$ cat src/rtl/ils_pkg.sv
// shared types, codes and constants for the indexed list store
package ils_pkg;

  // default sizing
  localparam int ILS_CAPACITY   = 16;
  localparam int ILS_DATA_WIDTH = 32;

  // fixed field widths of the request and result beats
  localparam int FUNC_W  = 3;
  localparam int POS_W   = 5;
  localparam int VAL_W   = 32;
  localparam int COUNT_W = 5;
  localparam int STAT_W  = 2;

  // request operation codes
  typedef enum logic [FUNC_W-1:0] {
    FN_INSERT = 3'd0,
    FN_READ   = 3'd1,
    FN_WRITE  = 3'd2,
    FN_REMOVE = 3'd3,
    FN_SEARCH = 3'd4,
    FN_CLEAR  = 3'd5
  } ils_func_t;

  // result status codes
  localparam logic [STAT_W-1:0] ST_OK    = 2'd0;
  localparam logic [STAT_W-1:0] ST_RANGE = 2'd1;
  localparam logic [STAT_W-1:0] ST_FULL  = 2'd2;

  // request beat
  typedef struct packed {
    logic [FUNC_W-1:0]       func;
    logic [POS_W-1:0]        position;
    logic signed [VAL_W-1:0] item_value;
  } ils_in_t;

  // result beat
  typedef struct packed {
    logic signed [VAL_W-1:0] read_value;
    logic                    found;
    logic [COUNT_W-1:0]      entry_count;
    logic [STAT_W-1:0]       status;
  } ils_out_t;

  // memory read address source
  typedef enum logic [2:0] {
    RD_NONE = 3'd0,
    RD_POS  = 3'd1,
    RD_IDX  = 3'd2,
    RD_DN   = 3'd3,
    RD_UP   = 3'd4
  } ils_rd_sel_t;

  // memory write source
  typedef enum logic [1:0] {
    WR_NONE    = 2'd0,
    WR_POS_VAL = 2'd1,
    WR_IDX_MEM = 2'd2
  } ils_wr_sel_t;

  // walk index update
  typedef enum logic [2:0] {
    IDX_HOLD  = 3'd0,
    IDX_COUNT = 3'd1,
    IDX_POS   = 3'd2,
    IDX_ZERO  = 3'd3,
    IDX_INC   = 3'd4,
    IDX_DEC   = 3'd5
  } ils_idx_op_t;

  // commands from controller to datapath
  typedef struct packed {
    logic        load;
    ils_rd_sel_t rd_sel;
    ils_wr_sel_t wr_sel;
    ils_idx_op_t idx_op;
    logic        cnt_inc;
    logic        cnt_dec;
    logic        cnt_clr;
    logic        cap_read;
    logic        set_found;
    logic        set_range;
    logic        set_full;
  } ils_cmd_t;

  // status from datapath to controller
  typedef struct packed {
    logic [FUNC_W-1:0] func;
    logic              full;
    logic              cnt_zero;
    logic              pos_gt_cnt;
    logic              pos_ge_cnt;
    logic              pos_eq_cnt;
    logic              ins_last;
    logic              rm_last_now;
    logic              rm_last_next;
    logic              sr_last;
    logic              match;
  } ils_sts_t;

endpackage

$ cat src/rtl/indexed_list_store_core.sv
// top level of the indexed list store: controller plus datapath
//
// Ordered list of signed values, up to CAPACITY entries of DATA_WIDTH bits.
// A request beat (in_item: func, position, item_value) is taken at a rising
// edge with start high and busy low. Each request gives one result beat on
// out_item, marked by out_valid for exactly one cycle; the receiver has to
// take it then, as there is no back-pressure.
// Write, clear, failed requests and unused codes finish after decode;
// read adds a capture step; remove captures the value and then shifts
// later entries down; insert shifts the entries from its position up,
// then writes the new value; search compares entries in order until a
// match or the end of the list.
// busy falls the cycle after the strobe, so a new request can be taken
// from then on. Each shift or compare step takes one registered read of
// the entry memory and, for shifts, one write.
// Reset empties the list (count to zero) and returns the controller to idle;
// the entry memory is not cleared and needs no clearing pass.
module indexed_list_store_core
  import ils_pkg::*;
#(
  parameter int CAPACITY   = ILS_CAPACITY,
  parameter int DATA_WIDTH = ILS_DATA_WIDTH
) (
  input  logic     clk,
  input  logic     rst_n,
  input  logic     start,
  output logic     busy,
  input  ils_in_t  in_item,
  output logic     out_valid,
  output ils_out_t out_item
);

  ils_cmd_t cmd;
  ils_sts_t sts;

  // sequencer
  ils_ctrl u_ctrl (
    .clk       (clk),
    .rst_n     (rst_n),
    .start     (start),
    .sts       (sts),
    .cmd       (cmd),
    .busy      (busy),
    .out_valid (out_valid)
  );

  // storage and compare logic
  ils_dp #(
    .CAPACITY   (CAPACITY),
    .DATA_WIDTH (DATA_WIDTH)
  ) u_dp (
    .clk      (clk),
    .rst_n    (rst_n),
    .in_item  (in_item),
    .cmd      (cmd),
    .sts      (sts),
    .out_item (out_item)
  );

endmodule

$ cat src/rtl/ils_dp.sv
// datapath: request registers, entry memory, walk index, count and result registers
module ils_dp
  import ils_pkg::*;
#(
  parameter int CAPACITY   = ILS_CAPACITY,
  parameter int DATA_WIDTH = ILS_DATA_WIDTH
) (
  input  logic     clk,
  input  logic     rst_n,
  input  ils_in_t  in_item,
  input  ils_cmd_t cmd,
  output ils_sts_t sts,
  output ils_out_t out_item
);

  localparam int IDX_W = (CAPACITY > 1) ? $clog2(CAPACITY) : 1;
  localparam int CNT_W = $clog2(CAPACITY + 1);
  localparam int EXT_W = ((CNT_W > POS_W) ? CNT_W : POS_W) + 1;

  // entry memory
  logic signed [DATA_WIDTH-1:0] mem [CAPACITY];
  logic signed [DATA_WIDTH-1:0] rdata_r;

  // request registers
  logic [FUNC_W-1:0]            func_r;
  logic [POS_W-1:0]             pos_r;
  logic signed [DATA_WIDTH-1:0] val_r;

  // control and result registers
  logic [IDX_W-1:0]        idx_r, idx_nxt;
  logic [CNT_W-1:0]        count_r, count_nxt;
  logic signed [VAL_W-1:0] read_value_r;
  logic                    found_r;
  logic [STAT_W-1:0]       status_r;

  logic [IDX_W-1:0]        raddr;
  logic [IDX_W-1:0]        waddr;
  logic signed [DATA_WIDTH-1:0] wdata;
  logic                    wen;
  logic [EXT_W-1:0]        idx_x, pos_x, cnt_x;

  // widened operands for the compares
  assign idx_x = EXT_W'(idx_r);
  assign pos_x = EXT_W'(pos_r);
  assign cnt_x = EXT_W'(count_r);

  // read address select
  always_comb begin
    case (cmd.rd_sel)
      RD_POS:  raddr = IDX_W'(pos_r);
      RD_IDX:  raddr = idx_r;
      RD_DN:   raddr = idx_r - IDX_W'(1);
      RD_UP:   raddr = idx_r + IDX_W'(1);
      default: raddr = idx_r;
    endcase
  end

  // write address and data select
  always_comb begin
    case (cmd.wr_sel)
      WR_POS_VAL: begin
        wen   = 1'b1;
        waddr = IDX_W'(pos_r);
        wdata = val_r;
      end
      WR_IDX_MEM: begin
        wen   = 1'b1;
        waddr = idx_r;
        wdata = rdata_r;
      end
      default: begin
        wen   = 1'b0;
        waddr = idx_r;
        wdata = rdata_r;
      end
    endcase
  end

  // memory write port and registered read port
  always_ff @(posedge clk) begin
    if (wen) begin
      mem[waddr] <= wdata;
    end
    if (cmd.rd_sel != RD_NONE) begin
      rdata_r <= mem[raddr];
    end
  end

  // walk index next value
  always_comb begin
    case (cmd.idx_op)
      IDX_COUNT: idx_nxt = IDX_W'(count_r);
      IDX_POS:   idx_nxt = IDX_W'(pos_r);
      IDX_ZERO:  idx_nxt = '0;
      IDX_INC:   idx_nxt = idx_r + IDX_W'(1);
      IDX_DEC:   idx_nxt = idx_r - IDX_W'(1);
      default:   idx_nxt = idx_r;
    endcase
  end

  // entry count next value
  always_comb begin
    if (cmd.cnt_clr) begin
      count_nxt = '0;
    end else if (cmd.cnt_inc) begin
      count_nxt = count_r + CNT_W'(1);
    end else if (cmd.cnt_dec) begin
      count_nxt = count_r - CNT_W'(1);
    end else begin
      count_nxt = count_r;
    end
  end

  // count is control state, cleared by reset
  always_ff @(posedge clk) begin
    if (!rst_n) begin
      count_r <= '0;
    end else begin
      count_r <= count_nxt;
    end
  end

  // request capture, walk index and result registers
  always_ff @(posedge clk) begin
    idx_r <= idx_nxt;
    if (cmd.load) begin
      func_r       <= in_item.func;
      pos_r        <= in_item.position;
      val_r        <= DATA_WIDTH'(in_item.item_value);
      read_value_r <= '0;
      found_r      <= 1'b0;
      status_r     <= ST_OK;
    end else begin
      if (cmd.cap_read) begin
        read_value_r <= VAL_W'(rdata_r);
      end
      if (cmd.set_found) begin
        found_r <= 1'b1;
      end
      if (cmd.set_full) begin
        status_r <= ST_FULL;
      end else if (cmd.set_range) begin
        status_r <= ST_RANGE;
      end
    end
  end

  // status towards the controller
  assign sts.func         = func_r;
  assign sts.full         = (count_r == CNT_W'(CAPACITY));
  assign sts.cnt_zero     = (count_r == '0);
  assign sts.pos_gt_cnt   = (pos_x > cnt_x);
  assign sts.pos_ge_cnt   = (pos_x >= cnt_x);
  assign sts.pos_eq_cnt   = (pos_x == cnt_x);
  assign sts.ins_last     = (idx_x == pos_x + EXT_W'(1));
  assign sts.rm_last_now  = (idx_x + EXT_W'(1) == cnt_x);
  assign sts.rm_last_next = (idx_x + EXT_W'(2) == cnt_x);
  assign sts.sr_last      = (idx_x + EXT_W'(1) == cnt_x);
  assign sts.match        = (rdata_r == val_r);

  // result beat
  assign out_item.read_value  = read_value_r;
  assign out_item.found       = found_r;
  assign out_item.entry_count = COUNT_W'(count_r);
  assign out_item.status      = status_r;

  // count stays within capacity and only moves where it may
  a_count_cap : assert property (@(posedge clk) disable iff (!rst_n)
    count_r <= CNT_W'(CAPACITY))
    else $error("entry count above capacity");
  a_inc_not_full : assert property (@(posedge clk) disable iff (!rst_n)
    cmd.cnt_inc |-> count_r != CNT_W'(CAPACITY))
    else $error("insert into a full list");
  a_dec_not_empty : assert property (@(posedge clk) disable iff (!rst_n)
    cmd.cnt_dec |-> count_r != '0)
    else $error("remove from an empty list");
  a_inc_grows : assert property (@(posedge clk) disable iff (!rst_n)
    cmd.cnt_inc && !cmd.cnt_clr |=> count_r == $past(count_r) + CNT_W'(1))
    else $error("count did not grow on insert");

endmodule

$ cat src/rtl/ils_ctrl.sv
// controller: sequences each request over the datapath
module ils_ctrl
  import ils_pkg::*;
(
  input  logic     clk,
  input  logic     rst_n,
  input  logic     start,
  input  ils_sts_t sts,
  output ils_cmd_t cmd,
  output logic     busy,
  output logic     out_valid
);

  typedef enum logic [11:0] {
    S_IDLE    = 12'b0000_0000_0001,
    S_DECODE  = 12'b0000_0000_0010,
    S_INS_RD  = 12'b0000_0000_0100,
    S_INS_WR  = 12'b0000_0000_1000,
    S_INS_PUT = 12'b0000_0001_0000,
    S_RD_CAP  = 12'b0000_0010_0000,
    S_RM_CAP  = 12'b0000_0100_0000,
    S_RM_RD   = 12'b0000_1000_0000,
    S_RM_WR   = 12'b0001_0000_0000,
    S_SR_RD   = 12'b0010_0000_0000,
    S_SR_CMP  = 12'b0100_0000_0000,
    S_DONE    = 12'b1000_0000_0000
  } ils_state_t;

  ils_state_t state_r, state_nxt;

  // state register
  always_ff @(posedge clk) begin
    if (!rst_n) begin
      state_r <= S_IDLE;
    end else begin
      state_r <= state_nxt;
    end
  end

  // next state and datapath commands
  always_comb begin
    cmd       = '0;
    state_nxt = state_r;
    case (state_r)
      S_IDLE: begin
        if (start) begin
          cmd.load  = 1'b1;
          state_nxt = S_DECODE;
        end
      end
      S_DECODE: begin
        state_nxt = S_DONE;
        case (sts.func)
          FN_INSERT: begin
            if (sts.full) begin
              cmd.set_full = 1'b1;
            end else if (sts.pos_gt_cnt) begin
              cmd.set_range = 1'b1;
            end else if (sts.pos_eq_cnt) begin
              state_nxt = S_INS_PUT;
            end else begin
              cmd.idx_op = IDX_COUNT;
              state_nxt  = S_INS_RD;
            end
          end
          FN_READ: begin
            if (sts.pos_ge_cnt) begin
              cmd.set_range = 1'b1;
            end else begin
              cmd.rd_sel = RD_POS;
              state_nxt  = S_RD_CAP;
            end
          end
          FN_WRITE: begin
            if (sts.pos_ge_cnt) begin
              cmd.set_range = 1'b1;
            end else begin
              cmd.wr_sel = WR_POS_VAL;
            end
          end
          FN_REMOVE: begin
            if (sts.pos_ge_cnt) begin
              cmd.set_range = 1'b1;
            end else begin
              cmd.rd_sel = RD_POS;
              cmd.idx_op = IDX_POS;
              state_nxt  = S_RM_CAP;
            end
          end
          FN_SEARCH: begin
            if (!sts.cnt_zero) begin
              cmd.idx_op = IDX_ZERO;
              state_nxt  = S_SR_RD;
            end
          end
          FN_CLEAR: begin
            cmd.cnt_clr = 1'b1;
          end
          default: begin
            state_nxt = S_DONE;
          end
        endcase
      end
      // insert: move entries up one place, top down
      S_INS_RD: begin
        cmd.rd_sel = RD_DN;
        state_nxt  = S_INS_WR;
      end
      S_INS_WR: begin
        cmd.wr_sel = WR_IDX_MEM;
        cmd.idx_op = IDX_DEC;
        state_nxt  = sts.ins_last ? S_INS_PUT : S_INS_RD;
      end
      S_INS_PUT: begin
        cmd.wr_sel  = WR_POS_VAL;
        cmd.cnt_inc = 1'b1;
        state_nxt   = S_DONE;
      end
      S_RD_CAP: begin
        cmd.cap_read = 1'b1;
        state_nxt    = S_DONE;
      end
      // remove: take the value out, then move later entries down
      S_RM_CAP: begin
        cmd.cap_read = 1'b1;
        if (sts.rm_last_now) begin
          cmd.cnt_dec = 1'b1;
          state_nxt   = S_DONE;
        end else begin
          state_nxt = S_RM_RD;
        end
      end
      S_RM_RD: begin
        cmd.rd_sel = RD_UP;
        state_nxt  = S_RM_WR;
      end
      S_RM_WR: begin
        cmd.wr_sel = WR_IDX_MEM;
        cmd.idx_op = IDX_INC;
        if (sts.rm_last_next) begin
          cmd.cnt_dec = 1'b1;
          state_nxt   = S_DONE;
        end else begin
          state_nxt = S_RM_RD;
        end
      end
      // search: one held entry compared per pass
      S_SR_RD: begin
        cmd.rd_sel = RD_IDX;
        state_nxt  = S_SR_CMP;
      end
      S_SR_CMP: begin
        if (sts.match) begin
          cmd.set_found = 1'b1;
          state_nxt     = S_DONE;
        end else if (sts.sr_last) begin
          state_nxt = S_DONE;
        end else begin
          cmd.idx_op = IDX_INC;
          state_nxt  = S_SR_RD;
        end
      end
      S_DONE: begin
        state_nxt = S_IDLE;
      end
      default: begin
        state_nxt = S_IDLE;
      end
    endcase
  end

  // handshake outputs
  assign busy      = (state_r != S_IDLE);
  assign out_valid = (state_r == S_DONE);

  a_onehot : assert property (@(posedge clk) disable iff (!rst_n)
    $onehot(state_r))
    else $error("controller state not one-hot");
  a_accept_decode : assert property (@(posedge clk) disable iff (!rst_n)
    start && !busy |=> state_r == S_DECODE)
    else $error("accepted request not decoded");
  a_single_strobe : assert property (@(posedge clk) disable iff (!rst_n)
    out_valid |=> !out_valid && !busy)
    else $error("result strobe longer than one cycle");
  a_no_write_idle : assert property (@(posedge clk) disable iff (!rst_n)
    !busy |-> cmd.wr_sel == WR_NONE && !cmd.cnt_inc && !cmd.cnt_dec)
    else $error("list changed while idle");

endmodule
$ cat config.mk
export PLATFORM = sky130hd
export DESIGN_NAME = indexed_list_store_core
export DESIGN_NICKNAME = d
export VERILOG_FILES = /design/src/rtl/ils_pkg.sv /design/src/rtl/indexed_list_store_core.sv /design/src/rtl/ils_dp.sv /design/src/rtl/ils_ctrl.sv
export SDC_FILE = /design/constraint.sdc
export NUM_CORES = 1
export LEC_CHECK = 0
export ABC_AREA = 1
export BUFFER_PORTS_ARGS = -buffer_cell sky130_fd_sc_hd__buf_2
export CAP_MARGIN = 20
export CORE_ASPECT_RATIO = 0.75
export CORE_MARGIN = 2
export CORE_UTILIZATION = 40
export DETAILED_ROUTE_END_ITERATION = 7
export PLACE_DENSITY_LB_ADDON = 0.05
export SYNTH_ARGS = -nofsm -noshare
export SYNTH_HDL_FRONTEND = slang
export SYNTH_HIERARCHICAL = 1
export SYNTH_SLANG_ARGS = --single-unit
$ cat constraint.sdc
create_clock -name clk -period 6.08 [get_ports clk]
set_input_delay 1.216 -clock clk [delete_from_list [all_inputs] [get_ports clk]]
set_output_delay 1.216 -clock clk [all_outputs]
set_load 0.02 [all_outputs]
==> flow_metrics.env <==
export IMPL_antenna_found_initial=0
export IMPL_dieArea_mm2=0.0732
export IMPL_synthFlopType="edfxtp_1"
export IMPL_cts_sinks=640
export IMPL_cp_startpoint="u_dp/count_r[2]"
export IMPL_finalPower_uw=9200
export IMPL_wl_per_cell_um=21.8
export IMPL_syn_nets=2803
export IMPL_drtPass1Iterations=6
export IMPL_maxCapViolCount=0
export IMPL_avgSynthCellArea_um2=10.4
export IMPL_grt_total_usage_pct=22.6
export IMPL_hp_start="u_dp/read_value_r[8]"
export IMPL_hold_class="register to register"
export IMPL_skew_ns=0.0295
export IMPL_synth_seq_area_share_pct=65.8
export IMPL_ys_top_cells_by_area="edfxtp_1, nand3_1, nand2_1"
export IMPL_synthCells=2744
export IMPL_layout_cells_non_filler=3813
export IMPL_core_region_area_mm2=0.0702
export IMPL_nNetsFinal=2873
export IMPL_globalplace_congestion=0.895
export IMPL_reg2reg_to="u_dp/rdata_r[30]"
export IMPL_critPathCaptureType="register"
export IMPL_crit_path_max_fanout=45
export IMPL_cp_arrival_ns=5.35
export IMPL_cts_resized=0
export IMPL_place_inst=3686
export IMPL_rsz0062_at_grt="no"
export IMPL_worstSetupEndpoint="u_dp/rdata_r[30]"
export IMPL_synth_edf_count=588
export IMPL_grt_pass1_vias=19100
export IMPL_post_cts_buffers=0
export IMPL_drv_slew=0
export IMPL_htree_levels=3
export IMPL_start_util_pct=40.5
export IMPL_cts_clk_slew_worst_paths_ns=0.06
export IMPL_fp_dieH_um=235
export IMPL_tns_ns=0
export IMPL_grt_max_degree=165
export IMPL_ir_drop_mv=0.194
export IMPL_r2r_setup_slack_ns=1.08
export IMPL_dieWidth_um=312
export IMPL_diodes=0
export IMPL_clock_fmax_mhz=200
export IMPL_hold_buffers=0
export IMPL_status="finished clean"
export IMPL_yosysTopAreaCellShare_pct=62.1
export IMPL_wirelength_um=83100
export IMPL_worst_pin_slew_ns=1.06
export IMPL_grt_overflow=0
export IMPL_dpl_hpwl_um=47800
export IMPL_clk_path_buf_depth=3
export IMPL_hold_violations=0
export IMPL_period_share_pct=82.3
export IMPL_cts_tree="done"
export IMPL_insertion_delay_ns=0.63
export IMPL_setup_violations=0
export IMPL_placementRows=84
export IMPL_synth_ff_latch_count=640
export IMPL_area_growth_syn_to_layout_pct=14.1
export IMPL_drtAntennaViolNets=0
export IMPL_p_leak_uw=0.0130
export IMPL_power_density_mw_per_mm2=284
export IMPL_synthArstFlopShare_pct=0
export IMPL_num_vias=19900
export IMPL_io_pin_count=85
export IMPL_rr_startpoint="u_dp/count_r[2]"
export IMPL_syn_area_mm2=0.0284
export IMPL_critPathLaunchType="register"
export IMPL_grt_pass1_wl_um=125000
export IMPL_synth_top_cell_by_area="edfxtp_1"
export IMPL_crit_required_ns=6.43
export IMPL_drive_gt1_share_pct=11.3
export IMPL_max_slew_margin_pct=29.4
export IMPL_cts_buffers=70
export IMPL_vias_per_cell=5.23
export IMPL_root_buffer="clkbuf_16"
export IMPL_place_port_buffers=84
export IMPL_crit_type="register to register"
export IMPL_min_period_ns=5.00
export IMPL_synth_cell_type_count=48
export IMPL_synth_yosys_warnings=6
export IMPL_drt_initial_drc_count=1826
export IMPL_reg2reg_depth=17
export IMPL_drc=0
-- worst min path at each step --
stage          slack (ns)                    to  cells after the start
2_1_floorplan        0.44          u_dp/found_r                      2
4_1_cts              0.47          u_dp/found_r                      2
3_3_place_gp         0.45          u_dp/found_r                      2
6_report             0.47  u_dp/read_value_r[8]                      2
5_1_grt              0.49          u_dp/found_r                      2
3_5_place_dp         0.46          u_dp/found_r                      2
-- stage by stage --
stage / area (um^2) / utilization, % / hold slack, ns / setup WS [ns]
after global routing: 32400 / 46.2 / 0.494 / 0.670
after detailed placement: 30200 / 43.0 / 0.460 / 1.12
after floorplan: 28400 / - / 0.441 / 1.43
final: 32400 / 46.2 / 0.474 / 1.08
after global placement: 30200 / 43.0 / 0.451 / 1.19
after CTS: 32400 / 46.1 / 0.474 / 1.09
-- critical path, cell delays in order (launching register included) --
cell       delay, ns
dfxtp_1         0.44
inv_1           0.12
ha_1            0.33
a21oi_1         0.16
nor2_1          0.06
a2111oi_0       0.58
nand2_1         0.21
nor2_1          0.24
nand2_1         0.13
nand2_1         0.19
nor2_2          0.09
nand2_2         0.13
nand3_2         0.21
o21ai_4         0.70
buf_4           0.70
nand3_1         0.22
nand3_1         0.12
nand2_1         0.09
-- cell usage after synthesis, types with 2 or more instances --
cell      instances
dfxtp_1          52
nor4_1            6
ha_1             15
nand2_1         654
nand2_4           4
o221ai_1          3
o211ai_1          3
edfxtp_1        588
a32oi_1           2
buf_1             9
nor2_2            9
nor3_1           15
o21ai_0          53
xor2_1           24
nor2_4            5
a211oi_1         33
xnor2_1          17
nor2_1          101
or2_2             5
inv_1           344
buf_2           110
nand4_1           8
nand2_2           6
a21oi_1          13
nand3_1         603
nand3_2           4
inv_2             5
clkbuf_1         31
buf_4             3
-- cells by family (layout without fill, tap and decap cells) --
logic type / Yosys count / in the layout / share of synthesized area (%)
buffers and inverters: 504 / 627 / 7.20
xor gates and xnor gates: 41 / 41 / 1.26
and+or+nand+nor: 1428 / 1428 / 22.5
DFF: 640 / 640 / 65.8
AOI/OAI and AO/OA: 115 / 115 / 2.51
adders and majority gates: 16 / 16 / 0.731
-- state kept, by name, summed over array words and instances, names as in the netlist --
register and cells:
u_dp/status_r 2, u_dp/read_value_r 32, u_dp/val_r 32, u_ctrl/state_r 12, u_dp/func_r 3, u_dp/rdata_r 32, u_dp/count_r 5, u_dp/idx_r 4
u_dp/pos_r 5, u_dp/mem 512, u_dp/found_r 1
-- per-layer routing --
| layer | up-vias | wire (um) | track usage (%) |
|---|---|---|---|
| li1 | 9422 | - | - |
| met1 | 9850 | 40100 | 34.1 |
| met2 | 543 | 37000 | 34.5 |
| met3 | 110 | 4260 | 3.07 |
| met4 | 0 | 1670 | 5.59 |
| met5 | - | 0 | 0 |
-- cell usage in the layout, fill, tap and decap left out, drive strengths merged, types with 2 or more instances in the layout --
master,netlist,layout
clkinv,2,29
or2,5,5
nor3,17,17
o221ai,3,3
xnor2,17,17
inv,349,353
a32oi,2,2
a211oi,33,33
nand4,9,9
o211ai,3,3
bufinv,0,5
nor2,116,116
dfxtp,52,52
nand2,664,664
nand3b,2,2
buf,122,151
nor4,7,7
ha,15,15
edfxtp,588,588
o21ai,55,55
a21oi,13,13
nand3,607,607
xor2,24,24
clkbuf,31,88
-- power by group --
group          total (uW)  switching (uW)  internal [uW]
Clock                4170            1750           2420
Combinational         217             153           64.2
Sequential           4810            27.1           4780
Total                9200            1930           7270
-- layout make-up --
class | instances | area [um^2]
clock buffers | 88 | 1890
inverters | 351 | 1320
repair buffers | 151 | 1110
flip-flops and latches | 640 | 18700
fillers | 6631 | 37800
well taps | 946 | 1180
clock inverters | 37 | 322
multi-input cells | 1600 | 7880
(Power assumes the default switching activity.)
